<file path="src/hw/rtl/lsps_pkg.sv">
`timescale 1ns / 1ps
`default_nettype none
// ----------------------------------------------------------------------------
// lsps_pkg
// Shared widths, register indexes and constants of the LED status pattern
// sequencer.
// ----------------------------------------------------------------------------
package lsps_pkg;

   // field widths
   localparam int unsigned LEVEL_W   = 8;
   localparam int unsigned GPS_W     = 3;
   localparam int unsigned CSR_IDX_W = 3;
   localparam int unsigned CSR_DAT_W = 8;
   localparam int unsigned PHASE_W   = 4;

   typedef logic [LEVEL_W-1:0]   level_type;
   typedef logic [GPS_W-1:0]     gps_type;
   typedef logic [CSR_IDX_W-1:0] csr_idx_type;
   typedef logic [CSR_DAT_W-1:0] csr_dat_type;
   typedef logic [PHASE_W-1:0]   phase_type;

   // register indexes
   localparam csr_idx_type CSR_ENABLED   = 3'd0;
   localparam csr_idx_type CSR_BRIGHT    = 3'd1;
   localparam csr_idx_type CSR_DIM       = 3'd2;
   localparam csr_idx_type CSR_OFF       = 3'd3;
   localparam csr_idx_type CSR_FIX3D_THR = 3'd4;
   localparam csr_idx_type CSR_DGPS_THR  = 3'd5;

   // register reset values
   localparam level_type BRIGHT_RESET    = 8'd255;
   localparam level_type DIM_RESET       = 8'd17;
   localparam level_type OFF_RESET       = 8'd0;
   localparam gps_type   FIX3D_THR_RESET = 3'd3;
   localparam gps_type   DGPS_THR_RESET  = 3'd4;

   // phase runs 0 .. PHASE_LAST then wraps
   localparam phase_type PHASE_LAST = 4'd9;

   // one colour
   typedef struct packed {
      level_type red;
      level_type green;
      level_type blue;
   } rgb_type;

endpackage : lsps_pkg
`default_nettype wire

</file>
<file path="src/hw/rtl/lsps_if.sv">
`timescale 1ns / 1ps
`default_nettype none
// ----------------------------------------------------------------------------
// lsps_if
// Valid/ready channels of the LED status pattern sequencer: status ticks in,
// colour results out, and the register write port.
// ----------------------------------------------------------------------------

// status tick channel
interface lsps_req_if
   import lsps_pkg::*;
   ();
   logic    valid;
   logic    ready;
   logic    initialising;
   logic    calibrating;
   logic    link_power_failsafe;
   logic    gps_failsafe;
   logic    ekf_bad;
   logic    armed;
   logic    prearm_ok;
   gps_type gps_level;
   logic    usb_powered;
   logic    write_accepted;

   modport source (
      output valid, initialising, calibrating, link_power_failsafe, gps_failsafe,
             ekf_bad, armed, prearm_ok, gps_level, usb_powered, write_accepted,
      input  ready
   );
   modport sink (
      input  valid, initialising, calibrating, link_power_failsafe, gps_failsafe,
             ekf_bad, armed, prearm_ok, gps_level, usb_powered, write_accepted,
      output ready
   );
endinterface : lsps_req_if

// colour result channel
interface lsps_rsp_if
   import lsps_pkg::*;
   ();
   logic      valid;
   logic      ready;
   logic      write_request;
   level_type red_level;
   level_type green_level;
   level_type blue_level;

   modport source (
      output valid, write_request, red_level, green_level, blue_level,
      input  ready
   );
   modport sink (
      input  valid, write_request, red_level, green_level, blue_level,
      output ready
   );
endinterface : lsps_rsp_if

// register write channel
interface lsps_csr_if
   import lsps_pkg::*;
   ();
   logic        valid;
   logic        ready;
   csr_idx_type index;
   csr_dat_type data;

   modport source (
      output valid, index, data,
      input  ready
   );
   modport sink (
      input  valid, index, data,
      output ready
   );
endinterface : lsps_csr_if
`default_nettype wire

</file>
<file path="src/hw/rtl/led_status_pattern_sequencer_core.sv">
// timing: each tick item's result is registered in the single result register
// stage; one tick item per cycle is taken while the output register is free or
// drains
// reset: synchronous, active high; clears prescaler, phase and colours and
// loads the register defaults (disabled, bright 255, dim 17, off 0, 3, 4)
`timescale 1ns / 1ps
`default_nettype none
// ----------------------------------------------------------------------------
// led_status_pattern_sequencer_core
// Prescaled ten-phase LED pattern generator driven by vehicle status ticks,
// with write request and latch of the colour accepted by the LED link.
// ----------------------------------------------------------------------------
module led_status_pattern_sequencer_core
   import lsps_pkg::*;
#(
   parameter int unsigned TICK_DIVIDE = 5
) (
   input  wire logic   clock,
   input  wire logic   reset,
   lsps_req_if.sink    req_ch,
   lsps_rsp_if.source  rsp_ch,
   lsps_csr_if.sink    csr_ch
);

   localparam int unsigned DIV_W = $clog2(TICK_DIVIDE + 1);
   localparam logic [DIV_W-1:0] DIV_LAST = DIV_W'(TICK_DIVIDE);

   // configuration registers
   logic      enabled_ff;
   level_type bright_ff;
   level_type dim_ff;
   level_type off_ff;
   gps_type   fix3d_thr_ff;
   gps_type   dgps_thr_ff;

   // sequencer state
   logic [DIV_W-1:0] div_ff, div_in;
   phase_type        phase_ff, phase_in;
   rgb_type          want_ff, want_in;
   rgb_type          shown_ff, shown_in;

   // result register
   logic    rsp_valid_ff;
   logic    rsp_req_ff, rsp_req_in;
   rgb_type rsp_rgb_ff;

   logic      take;
   logic      fire;
   logic      fix3d;
   logic      dgps;
   level_type on_lvl;
   level_type off_lvl;
   rgb_type   pat;
   logic      differs;
   logic [DIV_W-1:0] div_inc;

   // register writes are always taken
   assign csr_ch.ready = 1'b1;

   always_ff @(posedge clock) begin
      if (reset) begin
         enabled_ff   <= 1'b0;
         bright_ff    <= BRIGHT_RESET;
         dim_ff       <= DIM_RESET;
         off_ff       <= OFF_RESET;
         fix3d_thr_ff <= FIX3D_THR_RESET;
         dgps_thr_ff  <= DGPS_THR_RESET;
      end else if (csr_ch.valid) begin
         unique case (csr_ch.index)
            CSR_ENABLED:   enabled_ff   <= csr_ch.data[0];
            CSR_BRIGHT:    bright_ff    <= csr_ch.data;
            CSR_DIM:       dim_ff       <= csr_ch.data;
            CSR_OFF:       off_ff       <= csr_ch.data;
            CSR_FIX3D_THR: fix3d_thr_ff <= csr_ch.data[GPS_W-1:0];
            CSR_DGPS_THR:  dgps_thr_ff  <= csr_ch.data[GPS_W-1:0];
            default: ;
         endcase
      end
   end

   // accept a new item whenever the result register is free or draining
   assign req_ch.ready = !rsp_valid_ff || rsp_ch.ready;
   assign take         = req_ch.valid && req_ch.ready;

   // levels and fix quality for this item
   assign on_lvl  = req_ch.usb_powered ? dim_ff : bright_ff;
   assign off_lvl = off_ff;
   assign fix3d   = req_ch.gps_level >= fix3d_thr_ff;
   assign dgps    = req_ch.gps_level >= dgps_thr_ff;

   // prescaler and phase advance
   assign div_inc = div_ff + DIV_W'(1);
   assign fire    = div_inc == DIV_LAST;

   always_comb begin
      div_in   = fire ? '0 : div_inc;
      phase_in = phase_ff;
      if (fire) begin
         phase_in = (phase_ff == PHASE_LAST) ? '0 : phase_ff + PHASE_W'(1);
      end
   end

   // priority chain of patterns, evaluated on the new phase
   always_comb begin
      pat = want_ff;
      if (req_ch.initialising) begin
         pat = phase_in[0] ? rgb_type'{on_lvl, off_lvl, off_lvl}
                           : rgb_type'{off_lvl, off_lvl, on_lvl};
      end else if (req_ch.calibrating) begin
         case (phase_in) inside
            4'd0, 4'd3, 4'd6: pat = '{on_lvl, off_lvl, off_lvl};
            4'd1, 4'd4, 4'd7: pat = '{off_lvl, off_lvl, on_lvl};
            4'd2, 4'd5, 4'd8: pat = '{off_lvl, on_lvl, off_lvl};
            default:          pat = '{off_lvl, off_lvl, off_lvl};
         endcase
      end else if (req_ch.link_power_failsafe || req_ch.gps_failsafe || req_ch.ekf_bad) begin
         if (phase_in < 4'd5) begin
            pat = '{on_lvl, on_lvl, off_lvl};
         end else if (req_ch.gps_failsafe) begin
            pat = '{off_lvl, off_lvl, on_lvl};
         end else if (req_ch.ekf_bad) begin
            pat = '{on_lvl, off_lvl, off_lvl};
         end else begin
            pat = '{off_lvl, off_lvl, off_lvl};
         end
      end else if (req_ch.armed) begin
         pat = fix3d ? rgb_type'{off_lvl, on_lvl, off_lvl}
                     : rgb_type'{off_lvl, off_lvl, on_lvl};
      end else if (!req_ch.prearm_ok) begin
         case (phase_in) inside
            4'd0, 4'd1, 4'd4, 4'd5: pat = '{on_lvl, on_lvl, off_lvl};
            default:                pat = '{off_lvl, off_lvl, off_lvl};
         endcase
      end else if (phase_in == PHASE_LAST) begin
         pat = '{off_lvl, off_lvl, off_lvl};
      end else if (phase_in == 4'd4) begin
         pat = fix3d ? rgb_type'{off_lvl, on_lvl, off_lvl}
                     : rgb_type'{off_lvl, off_lvl, on_lvl};
      end else if (dgps) begin
         // only green moves, blinking on even phases
         case (phase_in) inside
            4'd0, 4'd2, 4'd6, 4'd8: pat.green = on_lvl;
            default:                pat.green = off_lvl;
         endcase
      end
   end

   // desired colour update and write request against the shown colour
   always_comb begin
      want_in    = fire ? pat : want_ff;
      differs    = want_in != shown_ff;
      rsp_req_in = enabled_ff && differs;
      shown_in   = (differs && req_ch.write_accepted) ? want_in : shown_ff;
   end

   // state registers, touched only by enabled items
   always_ff @(posedge clock) begin
      if (reset) begin
         div_ff   <= '0;
         phase_ff <= '0;
         want_ff  <= '0;
         shown_ff <= '0;
      end else if (take && enabled_ff) begin
         div_ff   <= div_in;
         phase_ff <= phase_in;
         want_ff  <= want_in;
         shown_ff <= shown_in;
      end
   end

   // result register
   always_ff @(posedge clock) begin
      if (reset) begin
         rsp_valid_ff <= 1'b0;
      end else if (take) begin
         rsp_valid_ff <= 1'b1;
      end else if (rsp_ch.ready) begin
         rsp_valid_ff <= 1'b0;
      end
   end

   always_ff @(posedge clock) begin
      if (take) begin
         rsp_req_ff <= rsp_req_in;
         rsp_rgb_ff <= enabled_ff ? want_in : want_ff;
      end
   end

   assign rsp_ch.valid         = rsp_valid_ff;
   assign rsp_ch.write_request = rsp_req_ff;
   assign rsp_ch.red_level     = rsp_rgb_ff.red;
   assign rsp_ch.green_level   = rsp_rgb_ff.green;
   assign rsp_ch.blue_level    = rsp_rgb_ff.blue;

endmodule : led_status_pattern_sequencer_core
`default_nettype wire

</file>
<file path="src/flat_wrapper.sv">
// flat-port wrapper written by rule: the top's interface ports become plain ports
module led_status_pattern_sequencer_core_flat import lsps_pkg::*;
#(
   parameter int unsigned TICK_DIVIDE = 5
)
  (clock, reset, req_ch_valid, req_ch_initialising, req_ch_calibrating, req_ch_link_power_failsafe, req_ch_gps_failsafe, req_ch_ekf_bad, req_ch_armed, req_ch_prearm_ok, req_ch_gps_level, req_ch_usb_powered, req_ch_write_accepted, req_ch_ready, rsp_ch_valid, rsp_ch_write_request, rsp_ch_red_level, rsp_ch_green_level, rsp_ch_blue_level, rsp_ch_ready, csr_ch_valid, csr_ch_index, csr_ch_data, csr_ch_ready);
  lsps_req_if req_ch_i ();
  lsps_rsp_if rsp_ch_i ();
  lsps_csr_if csr_ch_i ();
  input  wire logic clock;
  input  wire logic reset;
  input wire logic [$bits(req_ch_i.valid)-1:0] req_ch_valid;
  input wire logic [$bits(req_ch_i.initialising)-1:0] req_ch_initialising;
  input wire logic [$bits(req_ch_i.calibrating)-1:0] req_ch_calibrating;
  input wire logic [$bits(req_ch_i.link_power_failsafe)-1:0] req_ch_link_power_failsafe;
  input wire logic [$bits(req_ch_i.gps_failsafe)-1:0] req_ch_gps_failsafe;
  input wire logic [$bits(req_ch_i.ekf_bad)-1:0] req_ch_ekf_bad;
  input wire logic [$bits(req_ch_i.armed)-1:0] req_ch_armed;
  input wire logic [$bits(req_ch_i.prearm_ok)-1:0] req_ch_prearm_ok;
  input wire logic [$bits(req_ch_i.gps_level)-1:0] req_ch_gps_level;
  input wire logic [$bits(req_ch_i.usb_powered)-1:0] req_ch_usb_powered;
  input wire logic [$bits(req_ch_i.write_accepted)-1:0] req_ch_write_accepted;
  output wire logic [$bits(req_ch_i.ready)-1:0] req_ch_ready;
  output wire logic [$bits(rsp_ch_i.valid)-1:0] rsp_ch_valid;
  output wire logic [$bits(rsp_ch_i.write_request)-1:0] rsp_ch_write_request;
  output wire logic [$bits(rsp_ch_i.red_level)-1:0] rsp_ch_red_level;
  output wire logic [$bits(rsp_ch_i.green_level)-1:0] rsp_ch_green_level;
  output wire logic [$bits(rsp_ch_i.blue_level)-1:0] rsp_ch_blue_level;
  input wire logic [$bits(rsp_ch_i.ready)-1:0] rsp_ch_ready;
  input wire logic [$bits(csr_ch_i.valid)-1:0] csr_ch_valid;
  input wire logic [$bits(csr_ch_i.index)-1:0] csr_ch_index;
  input wire logic [$bits(csr_ch_i.data)-1:0] csr_ch_data;
  output wire logic [$bits(csr_ch_i.ready)-1:0] csr_ch_ready;
  assign req_ch_i.valid = req_ch_valid;
  assign req_ch_i.initialising = req_ch_initialising;
  assign req_ch_i.calibrating = req_ch_calibrating;
  assign req_ch_i.link_power_failsafe = req_ch_link_power_failsafe;
  assign req_ch_i.gps_failsafe = req_ch_gps_failsafe;
  assign req_ch_i.ekf_bad = req_ch_ekf_bad;
  assign req_ch_i.armed = req_ch_armed;
  assign req_ch_i.prearm_ok = req_ch_prearm_ok;
  assign req_ch_i.gps_level = req_ch_gps_level;
  assign req_ch_i.usb_powered = req_ch_usb_powered;
  assign req_ch_i.write_accepted = req_ch_write_accepted;
  assign req_ch_ready = req_ch_i.ready;
  assign rsp_ch_valid = rsp_ch_i.valid;
  assign rsp_ch_write_request = rsp_ch_i.write_request;
  assign rsp_ch_red_level = rsp_ch_i.red_level;
  assign rsp_ch_green_level = rsp_ch_i.green_level;
  assign rsp_ch_blue_level = rsp_ch_i.blue_level;
  assign rsp_ch_i.ready = rsp_ch_ready;
  assign csr_ch_i.valid = csr_ch_valid;
  assign csr_ch_i.index = csr_ch_index;
  assign csr_ch_i.data = csr_ch_data;
  assign csr_ch_ready = csr_ch_i.ready;
  led_status_pattern_sequencer_core #(.TICK_DIVIDE(TICK_DIVIDE)) u_core (.clock(clock), .reset(reset), .req_ch(req_ch_i), .rsp_ch(rsp_ch_i), .csr_ch(csr_ch_i));
endmodule
</file>
<file path="config.mk">
export PLATFORM = sky130hd
export DESIGN_NAME = led_status_pattern_sequencer_core_flat
export DESIGN_NICKNAME = d
export VERILOG_FILES = /design/src/hw/rtl/lsps_pkg.sv /design/src/hw/rtl/lsps_if.sv /design/src/hw/rtl/led_status_pattern_sequencer_core.sv /design/src/flat_wrapper.sv
export SDC_FILE = /design/constraint.sdc
export NUM_CORES = 1
export LEC_CHECK = 0
export ABC_CLOCK_PERIOD_IN_PS = 5500
export BUFFER_PORTS_ARGS = -buffer_cell sky130_fd_sc_hd__buf_2
export CAP_MARGIN = 5
export CORE_MARGIN = 3
export CORE_UTILIZATION = 40
export DETAILED_ROUTE_END_ITERATION = 7
export GPL_TIMING_DRIVEN = 0
export SLEW_MARGIN = 20
export SYNTH_ARGS = -nofsm -noshare
export SYNTH_HDL_FRONTEND = slang
export SYNTH_SLANG_ARGS = --single-unit
</file>
<file path="constraint.sdc">
create_clock -name clock -period 5.5 [get_ports clock]
set_input_delay 0.275 -clock clock [delete_from_list [all_inputs] [get_ports clock]]
set_output_delay 0.275 -clock clock [all_outputs]
set_load 0.02 [all_outputs]
</file>
# Yosys cells after proc, flatten, opt, wreduce, memory -nomap -nowiden
# Index checks and enable logic that the tools add are counted.
# Widths: inputs -> output; s select.
# totals
ff_bits	112
latch_bits	0
ram_bits	0
rom_bits	0
input_bits	28
out_inout_bits	28
word_cells	92
memories	0
# op_classes
addsub	2
mul	0
div	0
order_cmp	3
n_eq_ne	17
n_shift	0
mux	28
n_bitwise	0
reduce_logical	23
# op_table
op	n
$mux 24	14
$mux 16	3
$mux 8	6
$ne 24x24->1	1
$eq 4x3->1 const B	4
$reduce_and 2->1	7
$eq 4x4->1 const B	3
$eq 3x3->1 const B	3
$reduce_or 3->1	3
$eq 4x2->1 const B	2
$mux 4	2
$reduce_or 4->1	2
$eq 3x2->1 const B	2
$ge 3x3->1	2
$add 4x1->4 const B	1
$eq 4x1->1 const B	1
$logic_and 1x1->1	4
$logic_not 4->1	1
$lt 4x3->1 const B	1
$add 3x1->3 const B	1
$eq 3x1->1 const B	1
$logic_not 3->1	1
$logic_or 1x1->1	3
$mux 3	1
3 further kinds	4

# Longest topological paths before layout
# Gate-level depths: netlist (run 1).
# logic_depth
depth_word	18
depth_mapped	17
mapped_depth_nobuf	13

# Least setup slack after synthesis (run 1)
# No wires, ideal clock.
# synth_path
kind	flip-flop to flip-flop
start	register u_core.div_ff[0]
end	register u_core.shown_ff[11] (netlist name)
setup_ps	121
arrival_time_ps	3705
required_time_ps	5379
setup_slack_ps	1674
path_stages_with_launch	16
n_path_buf	3
period_less_slack_ps	3826
cell_sequence	dfxtp_1 ha_1 xnor2_1 buf_6 o22ai_1 and2_1 buf_4 nand2_2 nor2_1 o32ai_1 mux2_2 or4_4 nor4_4 a31oi_4 buf_6 mux2_4
# synth_between
elab_chain_len	18
elab_cells_between_ends	40
cone_classes	1 x add/sub; 1 x order compare; 11 x eq/ne; 19 x mux; 8 x reduce/logical
# synth_rtl
item	line_no	text
start, declared	led_status_pattern_sequencer_core.sv:37	logic [DIV_W-1:0] div_ff, div_in;
start signal, assigned	led_status_pattern_sequencer_core.sv:164	div_ff <= div_in;
$add 3x1->3 (*)	led_status_pattern_sequencer_core.sv:92	assign div_inc = div_ff + DIV_W'(1);
$eq 3x3->1 (*)	led_status_pattern_sequencer_core.sv:93	assign fire = div_inc == DIV_LAST;
$mux 4	led_status_pattern_sequencer_core.sv:98	if (fire) begin
$eq 4x4->1 (no line), or another cell as far along	n/a	
$reduce_or 4->1	led_status_pattern_sequencer_core.sv:141	case (phase_in) inside
$mux 8	led_status_pattern_sequencer_core.sv:141	
$mux 8	led_status_pattern_sequencer_core.sv:139	end else if (dgps) begin
$mux 8	led_status_pattern_sequencer_core.sv:136	end else if (phase_in == 4'd4) begin
[2 not listed]	n/a	
$mux 24	led_status_pattern_sequencer_core.sv:126	end else if (req_ch.armed) begin
$mux 24	led_status_pattern_sequencer_core.sv:116	end else if (req_ch.link_power_failsafe || req_ch.gps_failsafe || req_ch.ekf_bad) begin
$mux 24	led_status_pattern_sequencer_core.sv:109	end else if (req_ch.calibrating) begin
$mux 24	led_status_pattern_sequencer_core.sv:106	if (req_ch.initialising) begin
$mux 24 (*)	led_status_pattern_sequencer_core.sv:150	want_in = fire ? pat : want_ff;
$ne 24x24->1	led_status_pattern_sequencer_core.sv:151	differs = want_in != shown_ff;
$logic_and 1x1->1	led_status_pattern_sequencer_core.sv:153	shown_in = (differs && req_ch.write_accepted) ? want_in : shown_ff;
$reduce_and 2->1 (no line)	n/a	
end signal, assigned	led_status_pattern_sequencer_core.sv:167	shown_ff <= shown_in;
end, declared	led_status_pattern_sequencer_core.sv:40	rgb_type shown_ff, shown_in;
# Mark *: on every way between the ends. The rest lies on a longest branch, timed or not.
# A chain may end at the register's enable or synchronous reset.

# Worst setup path after layout (run 1)
# layout_path
start	register u_core.div_ff[0]
end	register u_core.shown_ff[8] (netlist name)
# The elaborated chain is that of the path after synthesis.

==> reports/metrics.json, run 1 <==
{
  "run_status": {"value": "finished clean"},
  "first_iter_violations": {"value": 1909},
  "antenna_found_initial": {"value": 0},
  "first_pass_grt_wire_length": {"value": 76110, "unit": "um"},
  "numPortBuffers": {"value": 49},
  "clockBufferDepth": {"value": 2},
  "min_period": {"value": 5.413, "unit": "ns"},
  "syn_area_per_cell": {"value": 7.568, "unit": "um^2"},
  "ir_worst_vdd": {"value": 0.0001692, "unit": "V"},
  "worst-setup-path-type": {"value": "register to register"},
  "drc": {"value": 0},
  "critical_path_maximum_fanout": {"value": 10},
  "grt_overflow": {"value": 0},
  "synth_top_cell_by_area": {"value": "dfxtp_1"},
  "num_rows": {"value": 56},
  "place.detailed.hpwl": {"value": 41130, "unit": "um"},
  "routed_wire_length_per_instance": {"value": 31.63, "unit": "um"},
  "synth_most_common_cell": {"value": "nor2_1"},
  "timing.final.max_slew_violations": {"value": 0},
  "synthTopCellsByArea": {"value": "dfxtp_1 18%, edfxtp_1 7.6%, nor2_1 6.6%, mux2i_1 6.4%, a21oi_1 5.5%"},
  "worst_clock_skew": {"value": 0.01436, "unit": "ns"},
  "grt_start_max_net_pins": {"value": 27},
  "post_route_cells_drive_above_1_share": {"value": 0.1259},
  "syn-instance-count": {"value": 1309},
  "worst-endpoint-arrival": {"value": 5.68, "unit": "ns"},
  "global_route.usage.total": {"value": 0.3925},
  "met3_usage": {"value": 0.1334},
  "first_pass_iters": {"value": 7},
  "cells_on_worst_hold_path": {"value": 3},
  "timing.final.ws_setup": {"value": 0.08706, "unit": "ns"},
  "power.static_leakage": {"value": 3.807, "unit": "nW"},
  "finalHoldViolations": {"value": 0},
  "cts_setup_buffers": {"value": 0},
  "wl": {"value": 53540, "unit": "um"},
  "layout-area-overhead-vs-synth": {"value": 9.876, "unit": "%"},
  "route.vias.total": {"value": 11840},
  "minimum_setup_slack_after_placement": {"value": 0.3114, "unit": "ns"},
  "syn-num-nets": {"value": 1345},
  "num_antenna_cells": {"value": 0},
  "finalNetCount": {"value": 1405},
  "cts_tree": {"value": "built"},
  "cts-root-buf": {"value": "clkbuf_16"},
  "route.detailed.vias_per_inst": {"value": 6.995},
  "global_route.peak_usage_layer": {"value": "met2"},
  "global_route.usage.met2": {"value": 0.5544},
  "fp.dieH": {"value": 163.4, "unit": "um"},
  "worstPathRequired": {"value": 5.77, "unit": "ns"},
  "type_of_the_most_critical_hold_path": {"value": "input port to register"},
  "hp-start": {"value": "req_ch_valid"},
  "floorplan.die.width": {"value": 163.4, "unit": "um"},
  "max_slew.worst_pin.slew": {"value": 1.184, "unit": "ns"},
  "worst_hold_path.endpoint": {"value": "u_core.rsp_ch.valid$_SDFFE_PP0P_"},
  "synth.ff_latch_count": {"value": 112},
  "post_synth_instance_area": {"value": 9907, "unit": "um^2"},
  "power_per_cell_area": {"value": 184.2, "unit": "nW/um^2"},
  "grt_pass1_vias": {"value": 10970},
  "cts_resized": {"value": 0},
  "asyncSetResetFlopFracSynth": {"value": 0},
  "die_area": {"value": 26690, "unit": "um^2"},
  "coreArea": {"value": 23890, "unit": "um^2"},
  "worst_skew_pair.late_latency": {"value": 0.37, "unit": "ns"},
  "synthDistinctLibCells": {"value": 97},
  "max-slew-margin-rel": {"value": 0.1884},
  "clkTransAtPathRegs": {"value": 0.10, "unit": "ns"},
  "critical_path.endpoint_type": {"value": "register"},
  "rrSetupSlack": {"value": 0.09, "unit": "ns"},
  "synth.cells.most_frequent": {"value": "174 x nor2_1, 119 x nand2_1, 108 x a21oi_1, 87 x dfxtp_1, 74 x clkbuf_1"},
  "cp_launch_type": {"value": "register"},
  "worstReg2RegStart": {"value": "u_core.div_ff[0]$_SDFFE_PP0P_"},
  "yosys.area.top_type_share": {"value": 0.1758},
  "final.period_utilization": {"value": 0.9842},
  "ctsHtreeMaxLevel": {"value": 3},
  "tritoncts.num_buffers": {"value": 9},
  "groute.layer.met1.usage": {"value": 0.5478},
  "drv.max_cap_violation_count": {"value": 0},
  "synth_sequential_area_ratio": {"value": 0.2516},
  "r2r_cell_count": {"value": 15},
  "r2r_end": {"value": "u_core.shown_ff[8]$_SDFFE_PP0P_"},
  "synth-warning-count": {"value": 0},
  "finish.utilization": {"value": 0.4556},
  "ctsHoldBuffers": {"value": 0},
  "antenna_violating_nets_post_route": {"value": 0},
  "design.portCount": {"value": 56},
  "start_util": {"value": 0.4146},
  "synth-edff-count": {"value": 25},
  "timing.final.setup_violations": {"value": 0},
  "max_freq": {"value": 184.7, "unit": "MHz"},
  "gp_congestion": {"value": 1.085},
  "synth-main-ff-cell": {"value": "dfxtp_1"},
  "cts_sinks": {"value": 112}
}
-- metal layers --
layer,up-vias,share of wire,wire [um]
met4,0,0.048,2595
met5,-,0,0
met3,168,0.14,7348
li1,5028,-,-
met1,5752,0.41,21990
met2,894,0.40,21610
-- through the flow --
| stage | total power [mW] | setup TNS, ns | std cells | instance area (um^2) | hold slack [ns] |
|---|---|---|---|---|---|
| 6_report | 2.005 | 0 | 1693 | 10890 | 0.1455 |
| 5_1_grt | 2.049 | -0.3314 | 1693 | 10890 | 0.1685 |
| 4_1_cts | 1.991 | 0 | 1693 | 10870 | 0.1374 |
| 3_5_place_dp | 1.257 | 0 | 1677 | 10560 | 0.4688 |
| 3_3_place_gp | 1.259 | 0 | 1677 | 10550 | 0.4502 |
| 2_1_floorplan | 1.105 | 0 | 1309 | 9907 | 0.3928 |
-- cell families after synthesis --
logic type / share of synthesized area
simple gates: 0.2426
compound gates: 0.3069
buf+inv: 0.06542
flops: 0.2516
mux: 0.1106
xor+xnor: 0.01238
fa+ha+maj: 0.01010
other cells: 0.0003785
-- worst max path at each step --
stage,cells after the start,slack (ns),startpoint,to
floorplan,15,1.67,u_core.div_ff[0]$_SDFFE_PP0P_,u_core.shown_ff[11]$_SDFFE_PP0P_
global placement,14,0.27,u_core.div_ff[0]$_SDFFE_PP0P_,u_core.shown_ff[12]$_SDFFE_PP0P_
detailed placement,13,0.31,u_core.div_ff[0]$_SDFFE_PP0P_,u_core.shown_ff[8]$_SDFFE_PP0P_
CTS,14,0.29,u_core.div_ff[0]$_SDFFE_PP0P_,u_core.shown_ff[9]$_SDFFE_PP0P_
global route,15,-0.04,u_core.div_ff[0]$_SDFFE_PP0P_,u_core.shown_ff[9]$_SDFFE_PP0P_
finish,15,0.09,u_core.div_ff[0]$_SDFFE_PP0P_,u_core.shown_ff[8]$_SDFFE_PP0P_
-- critical path, cell delays in order, from the launching register on --
cell      delay [ns]
dfxtp_1         0.36
inv_1           0.07
ha_1            0.34
and2_1          0.20
clkbuf_1        0.36
a21boi_2        0.18
o21ai_0         0.66
a222oi_1        0.28
a21oi_1         0.59
a31o_2          0.29
a311oi_1        0.21
or4_4           0.64
nor4_4          0.34
a31oi_4         0.24
buf_6           0.24
mux2_4          0.31
-- registers in the layout, indices dropped and copies added (netlist names) --
register                     count
u_core.phase_ff                  4
u_core.div_ff                    3
u_core.off_ff                    8
u_core.rsp_ch.write_request      1
u_core.shown_ff                 24
u_core.fix3d_thr_ff              3
u_core.rsp_ch.valid              1
u_core.dim_ff                    8
u_core.rsp_ch.green_level        8
u_core.bright_ff                 8
u_core.dgps_thr_ff               3
u_core.rsp_ch.blue_level         8
u_core.rsp_ch.red_level          8
u_core.enabled_ff                1
u_core.want_ff                  24
-- where the power goes --
group	switching (mW)	internal, mW
Clock	0.412	0.331
Sequential	0.0125	0.859
Combinational	0.285	0.105
Total	0.709	1.30
-- final cells by class --
type                       instances  area (um^2)
fill                            2515        13010
tap                              319        399.1
timing repair buffer              49        245.2
multi-input combinational       1045         6789
clock inverter                     7        85.08
clock buffer                       9        225.2
buffer                           111        495.5
sequential                       112         2492
inverter                          41        153.9
-- placed cells by master, fill, tap and decap left out, types with 25 or more instances in the layout --
cell	count
buf_2	69
a21oi_1	108
dfxtp_1	87
inv_1	37
a211oi_1	28
o21ai_0	54
nand3_1	33
nor3_1	34
edfxtp_1	25
clkbuf_1	73
mux2i_1	62
nand2_1	119
nor2_1	174
No activity file was read; power rests on OpenSTA's default activity.
==> inputs of run 2 (changes only) <==
--- a/config.mk
+++ b/config.mk
@@ -5,7 +5,7 @@
 export SDC_FILE = /design/constraint.sdc
 export NUM_CORES = 1
 export LEC_CHECK = 0
-export ABC_CLOCK_PERIOD_IN_PS = 5500
+export ABC_CLOCK_PERIOD_IN_PS = 6200
 export BUFFER_PORTS_ARGS = -buffer_cell sky130_fd_sc_hd__buf_2
 export CAP_MARGIN = 5
 export CORE_MARGIN = 3
@@ -16,3 +16,4 @@
 export SYNTH_ARGS = -nofsm -noshare
 export SYNTH_HDL_FRONTEND = slang
 export SYNTH_SLANG_ARGS = --single-unit
+export TNS_END_PERCENT = 100
==> constraint.sdc (replaced) <==
create_clock -name clock -period 6.2 [get_ports clock]
set_input_delay 0.31 -clock clock [delete_from_list [all_inputs] [get_ports clock]]
set_output_delay 0.31 -clock clock [all_outputs]
set_load 0.02 [all_outputs]
==> run 2 against run 1 <==
  * Register-to-register slack gained 0.59 ns
  * Power shrank 11%
  * Via count grew 0.10%
  * Clock power shrank 11%
  * Die area is the same
  * First-iteration DRC count grew 0.68%
  * Flip-flop and latch count is the same
  * Clock skew is essentially flat
  * Non-clock buffer count is the same
  * Final cell count is the same
  * Critical path depth shrank 1
  * Highest routed layer unchanged
==> reports/metrics.json, run 2 (same netlist as run 1, synthesis figures left out) <==
{
  "ir_worst_vdd": {"value": 0.0001506, "unit": "V"},
  "cts-root-buf": {"value": "clkbuf_16"},
  "timing.final.max_slew_violations": {"value": 0},
  "first_pass_iters": {"value": 6},
  "grt_pass1_vias": {"value": 10970},
  "finish.utilization": {"value": 0.4548},
  "worst_skew_pair.late_latency": {"value": 0.38, "unit": "ns"},
  "critical_path.n_buffers_inverters": {"value": 2},
  "worst_clock_skew": {"value": 0.01412, "unit": "ns"},
  "critical-path-max-stage-delay": {"value": 0.65, "unit": "ns"},
  "largest_registers": {"value": "u_core.shown_ff (24), u_core.want_ff (24)"},
  "grt_start_max_net_pins": {"value": 27},
  "internal_power": {"value": 1.149, "unit": "mW"},
  "ctsHtreeMaxLevel": {"value": 3},
  "worst-setup-path-type": {"value": "register to register"},
  "most-common-layout-cells": {"value": "174 x nor2_1, 119 x nand2_1, 108 x a21oi_1, 87 x dfxtp_1, 74 x clkbuf_1"},
  "cp_launch_type": {"value": "register"},
  "tritoncts.num_buffers": {"value": 9},
  "die_area": {"value": 26690, "unit": "um^2"},
  "grt_overflow": {"value": 0},
  "ctsHoldBuffers": {"value": 0},
  "netsw": {"value": 0.6302, "unit": "mW"},
  "cts_setup_buffers": {"value": 0},
  "wl": {"value": 53390, "unit": "um"},
  "drc": {"value": 0},
  "final_cell_count_no_fill": {"value": 1693},
  "floorplan.die.width": {"value": 163.4, "unit": "um"},
  "cts_tree": {"value": "built"},
  "first_pass_grt_wire_length": {"value": 76110, "unit": "um"},
  "final.setup.tns": {"value": 0, "unit": "ns"},
  "layout-area-overhead-vs-synth": {"value": 9.687, "unit": "%"},
  "worst-endpoint-arrival": {"value": 5.79, "unit": "ns"},
  "route.vias.total": {"value": 11850},
  "worst_hold_slack": {"value": 0.1755, "unit": "ns"},
  "timing.critical_path.mode_cell": {"value": "buf_6"},
  "coreArea": {"value": 23890, "unit": "um^2"},
  "max_freq": {"value": 181.1, "unit": "MHz"},
  "first_iter_violations": {"value": 1922},
  "power.static_leakage": {"value": 3.801, "unit": "nW"},
  "worstPathRequired": {"value": 6.47, "unit": "ns"},
  "max_slew.worst_pin.slew": {"value": 1.147, "unit": "ns"},
  "power_switching_share": {"value": 0.3543},
  "finalNetCount": {"value": 1405},
  "run_status": {"value": "finished clean"},
  "num_rows": {"value": 56},
  "grt_setup_unrepaired": {"value": "false"},
  "fillers": {"value": 2520},
  "post_route_cells_drive_above_1_share": {"value": 0.1230},
  "num_antenna_cells": {"value": 0},
  "cts_sinks": {"value": 112},
  "numPortBuffers": {"value": 49},
  "finalHoldViolations": {"value": 0},
  "share_comb_of_total_power": {"value": 0.194},
  "cts_resized": {"value": 0},
  "fp.dieH": {"value": 163.4, "unit": "um"},
  "place_inst": {"value": 1677},
  "antenna_violating_nets_post_route": {"value": 0},
  "cp_cell_sequence": {"value": "ha_1 > xnor2_1 > buf_6 > nor3_1 > o21ai_0 > a222oi_1 > a21oi_1 > a31o_2 > a311oi_1 > or4_4 > nor4_4 > a31oi_4 > buf_6 > mux2_4"},
  "design.portCount": {"value": 56},
  "clockBufferDepth": {"value": 2},
  "critical_path_maximum_fanout": {"value": 10},
  "route.detailed.vias_per_inst": {"value": 7.002},
  "type_of_the_most_critical_hold_path": {"value": "input port to register"},
  "start_util": {"value": 0.4146},
  "place.detailed.hpwl": {"value": 41130, "unit": "um"},
  "critical_path.endpoint_type": {"value": "register"},
  "timing.final.setup_violations": {"value": 0},
  "min_period": {"value": 5.521, "unit": "ns"},
  "global_route.usage.total": {"value": 0.3925},
  "power_per_cell_area": {"value": 163.7, "unit": "nW/um^2"},
  "pwr-share-clk": {"value": 0.371},
  "path_delay_family": {"value": "compound AO/OA/AOI/OAI gates"},
  "drv.max_cap_violation_count": {"value": 0},
  "final.period_utilization": {"value": 0.8905},
  "cp_slowest_cell": {"value": "xnor2_1"},
  "routed_wire_length_per_instance": {"value": 31.54, "unit": "um"},
  "power_frac_seq": {"value": 0.434},
  "clkTransAtPathRegs": {"value": 0.10, "unit": "ns"},
  "antenna_found_initial": {"value": 0},
  "max-slew-margin-rel": {"value": 0.2133},
  "final_common_cell": {"value": "nor2_1"},
  "gp_congestion": {"value": 1.085}
}
## run 2: cell counts in the layout (fill, tap and decap cells not counted)
Identical to the previous run, type by type.
## run 2: worst paths after layout
check	from	end	slack (ns)	depth (start not counted)
worst max-delay path	u_core.div_ff[0]$_SDFFE_PP0P_	u_core.shown_ff[9]$_SDFFE_PP0P_	0.68	14
worst min-delay path	req_ch_valid	u_core.rsp_ch.valid$_SDFFE_PP0P_	0.18	3
worst max register to register	u_core.div_ff[0]$_SDFFE_PP0P_	u_core.shown_ff[9]$_SDFFE_PP0P_	0.68	14
worst min register to register	u_core.dgps_thr_ff[2]$_SDFFE_PP1P_	u_core.dgps_thr_ff[2]$_SDFFE_PP1P_	0.49	1
## run 2: worst reg2reg max path: cells and delay by family, from the launching register on
family,cells,cell delay (ns)
and+or+nand+nor,3,1.05
adders and majority gates,1,0.34
buffers and inverters,2,0.49
muxes,1,0.31
xor gates and xnor gates,1,0.65
DFF,1,0.36
AOI/OAI and AO/OA,6,2.21
## run 2: layout make-up
cell class	count	area [um^2]	share of cell area
Tap cell	319	399.1	0.03673
Timing Repair Buffer	49	245.2	0.02257
Multi-Input combinational cell	1045	6771	0.6231
Buffer	111	494.2	0.04548
Inverter	41	153.9	0.01416
Clock inverter	7	85.08	0.007830
Clock buffer	9	225.2	0.02073
Sequential cell	112	2492	0.2294
## run 2: through the flow
stage	setup WS, ns	power (mW)	instance area, um^2
final	0.6788	1.779	10870
after global routing	0.6050	1.817	10870
after CTS	0.9911	1.766	10870
after detailed placement	1.007	1.115	10560
after global placement	0.9715	1.117	10550
after floorplan	2.374	0.9801	9907
## run 2: routing by layer
layer  part of all wire  GRT usage  wire [um]
met5                  0          0          0
met4              0.048     0.1530       2569
met3               0.13     0.1334       7188
met2               0.40     0.5544      21520
met1               0.41     0.5478      22110
## run 2: power by group through the flow
stage,Sequential [mW],Combinational (mW),Clock (mW)
after floorplan,0.798,0.182,0
final,0.773,0.345,0.661
after detailed placement,0.789,0.326,0
after CTS,0.772,0.327,0.667
after global placement,0.789,0.328,0
after global routing,0.774,0.358,0.685
==> inputs of run 3 (changes only) <==
--- a/config.mk
+++ b/config.mk
@@ -12,6 +12,7 @@
 export CORE_UTILIZATION = 40
 export DETAILED_ROUTE_END_ITERATION = 7
 export GPL_TIMING_DRIVEN = 0
+export RECOVER_POWER = 100
 export SLEW_MARGIN = 20
 export SYNTH_ARGS = -nofsm -noshare
 export SYNTH_HDL_FRONTEND = slang
==> run 3 against run 2 <==
  * The run now ends with capacitance limit, slew limit left
  * Flip-flop and latch count did not move
  * Combinational power about the same
  * Global-route usage unchanged
  * Power is 0.28% lower
  * Largest power group unchanged
==> reports/metrics.json, run 3 (same netlist as run 1, synthesis figures left out) <==
{
  "run_status": {"value": "finished with violations"},
  "failed_checks": {"value": "capacitance limit, slew limit"},
  "final.setup.tns": {"value": 0, "unit": "ns"},
  "route.detailed.vias_per_inst": {"value": 7.027},
  "critical_path_maximum_fanout": {"value": 10},
  "r2r_end": {"value": "u_core.shown_ff[9]$_SDFFE_PP0P_"},
  "hp-start": {"value": "req_ch_valid"},
  "coreArea": {"value": 23890, "unit": "um^2"},
  "cts_resized": {"value": 0},
  "fillers": {"value": 2551},
  "critical_path.endpoint_type": {"value": "register"},
  "timing.final.setup_violations": {"value": 0},
  "clockBufferDepth": {"value": 2},
  "most-common-layout-cells": {"value": "174 x nor2_1, 119 x nand2_1, 110 x clkbuf_1, 108 x a21oi_1, 87 x dfxtp_1"},
  "cts_sinks": {"value": 112},
  "grt_pass1_vias": {"value": 10970},
  "floorplan.die.width": {"value": 163.4, "unit": "um"},
  "finalHoldViolations": {"value": 0},
  "layout-area-overhead-vs-synth": {"value": 8.525, "unit": "%"},
  "min_period": {"value": 5.775, "unit": "ns"},
  "ctsHoldBuffers": {"value": 0},
  "worst-endpoint-arrival": {"value": 6.04, "unit": "ns"},
  "rrSetupSlack": {"value": 0.42, "unit": "ns"},
  "final_common_cell": {"value": "nor2_1"},
  "tritoncts.num_buffers": {"value": 9},
  "place.detailed.hpwl": {"value": 41130, "unit": "um"},
  "first_pass_iters": {"value": 7},
  "drc": {"value": 0},
  "worst-setup-path-type": {"value": "register to register"},
  "minimum_setup_slack_after_placement": {"value": 1.007, "unit": "ns"},
  "cells_on_worst_hold_path": {"value": 3},
  "grt_setup_unrepaired": {"value": "false"},
  "max_slew.worst_pin.slew": {"value": 1.912, "unit": "ns"},
  "finalNetCount": {"value": 1405},
  "cts_setup_buffers": {"value": 0},
  "gp_congestion": {"value": 1.085},
  "timing.final.max_slew_violations": {"value": 27},
  "first_pass_grt_wire_length": {"value": 76110, "unit": "um"},
  "max-slew-margin-rel": {"value": -0.2755},
  "worst_clock_skew": {"value": 0.01438, "unit": "ns"},
  "worst_skew_pair.late_latency": {"value": 0.38, "unit": "ns"},
  "worstReg2RegStart": {"value": "u_core.div_ff[0]$_SDFFE_PP0P_"},
  "clkTransAtPathRegs": {"value": 0.10, "unit": "ns"},
  "design.portCount": {"value": 56},
  "route.vias.total": {"value": 11900},
  "antenna_violating_nets_post_route": {"value": 0},
  "grt_overflow": {"value": 0},
  "routed_wire_length_per_instance": {"value": 31.60, "unit": "um"},
  "r2r_cell_count": {"value": 15},
  "wl": {"value": 53530, "unit": "um"},
  "ir_worst_vdd": {"value": 0.0001508, "unit": "V"},
  "fp.dieH": {"value": 163.4, "unit": "um"},
  "numPortBuffers": {"value": 49},
  "cts-root-buf": {"value": "clkbuf_16"},
  "num_rows": {"value": 56},
  "worstPathRequired": {"value": 6.46, "unit": "ns"},
  "first_iter_violations": {"value": 1885},
  "die_area": {"value": 26690, "unit": "um^2"},
  "global_route.usage.total": {"value": 0.3925},
  "start_util": {"value": 0.4146},
  "power_per_cell_area": {"value": 165.0, "unit": "nW/um^2"},
  "cts_tree": {"value": "built"},
  "cp_launch_type": {"value": "register"},
  "grt_start_max_net_pins": {"value": 27},
  "type_of_the_most_critical_hold_path": {"value": "input port to register"},
  "max_freq": {"value": 173.2, "unit": "MHz"},
  "timing.final.ws_setup": {"value": 0.4247, "unit": "ns"},
  "worst_hold_path.endpoint": {"value": "u_core.rsp_ch.valid$_SDFFE_PP0P_"},
  "final.period_utilization": {"value": 0.9315},
  "power.static_leakage": {"value": 3.703, "unit": "nW"},
  "antenna_found_initial": {"value": 0},
  "largest_registers": {"value": "u_core.shown_ff (24), u_core.want_ff (24)"},
  "drv.max_cap_violation_count": {"value": 1},
  "post_route_cells_drive_above_1_share": {"value": 0.08443},
  "ctsHtreeMaxLevel": {"value": 3}
}
==> run 3: cell count changes in the layout (fill, tap and decap cells not counted), sizes merged <==
| cell | previous run | this run |
|---|---|---|
| diode | 0 | 1 |
| buf | 86 | 50 |
| clkbuf | 83 | 119 |
==> run 3: final cells by class <==
type	count	area (um^2)	share of cell area
diodes	1	2.502	0.0002327
plain buffers	111	488.0	0.04539
clock buffers	9	225.2	0.02095
clock inverters	7	85.08	0.007913
inverters	41	153.9	0.01431
multi-input cells	1045	6696	0.6228
flip-flops and latches	112	2492	0.2318
well taps	319	399.1	0.03712
repair buffers	49	209.0	0.01943
==> run 3: critical path, stage by stage (launching register included) <==
cell and delay (ns):
dfxtp_1 0.40, ha_1 0.38, xor2_1 0.42, clkbuf_1 0.45, buf_6 0.22, nand3_2 0.21
a31oi_1 0.91, a221oi_1 0.23, a22o_1 0.25, a31oi_2 0.42, xor2_1 0.18, nand4_1 0.29
nor4_4 0.48, a31oi_4 0.24, buf_6 0.23, mux2_1 0.33
==> run 3: per-layer routing <==
layer  global-route usage  vias up  share of wire  routed length, um
li1                     -     5031              -                  -
met1               0.5478     5794           0.42              22250
met2               0.5544      904           0.40              21470
met3               0.1334      174           0.13               7109
met4               0.1530        0          0.051               2707
met5                    0        -              0                  0
==> run 3: per-stage QoR <==
stage / area [um^2] / hold WS [ns] / util / cells / total power [mW]
after floorplan: 9907 / 0.4278 / - / 1309 / 0.9801
after global placement: 10550 / 0.4502 / 0.4416 / 1677 / 1.117
after detailed placement: 10560 / 0.4688 / 0.4418 / 1677 / 1.115
after CTS: 10870 / 0.1724 / 0.4548 / 1693 / 1.766
after global routing: 10750 / 0.2035 / 0.4499 / 1693 / 1.814
final: 10750 / 0.1831 / 0.4500 / 1694 / 1.774
==> run 3: worst max-delay path by stage <==
stage / to / slack [ns] / start
global placement: u_core.shown_ff[12]$_SDFFE_PP0P_ / 0.97 / u_core.div_ff[0]$_SDFFE_PP0P_
finish: u_core.shown_ff[9]$_SDFFE_PP0P_ / 0.42 / u_core.div_ff[0]$_SDFFE_PP0P_
floorplan: u_core.shown_ff[11]$_SDFFE_PP0P_ / 2.37 / u_core.div_ff[0]$_SDFFE_PP0P_
CTS: u_core.shown_ff[9]$_SDFFE_PP0P_ / 0.99 / u_core.div_ff[0]$_SDFFE_PP0P_
global route: u_core.shown_ff[11]$_SDFFE_PP0P_ / 0.32 / u_core.div_ff[0]$_SDFFE_PP0P_
detailed placement: u_core.shown_ff[8]$_SDFFE_PP0P_ / 1.01 / req_ch_gps_level[2]
==> run 3: power by group <==
| part | total [mW] | switching (mW) | internal [mW] |
|---|---|---|---|
| combinational | 0.342 | 0.252 | 0.0899 |
| clock | 0.658 | 0.365 | 0.294 |
| sequential | 0.774 | 0.0113 | 0.762 |
| total | 1.77 | 0.628 | 1.15 |
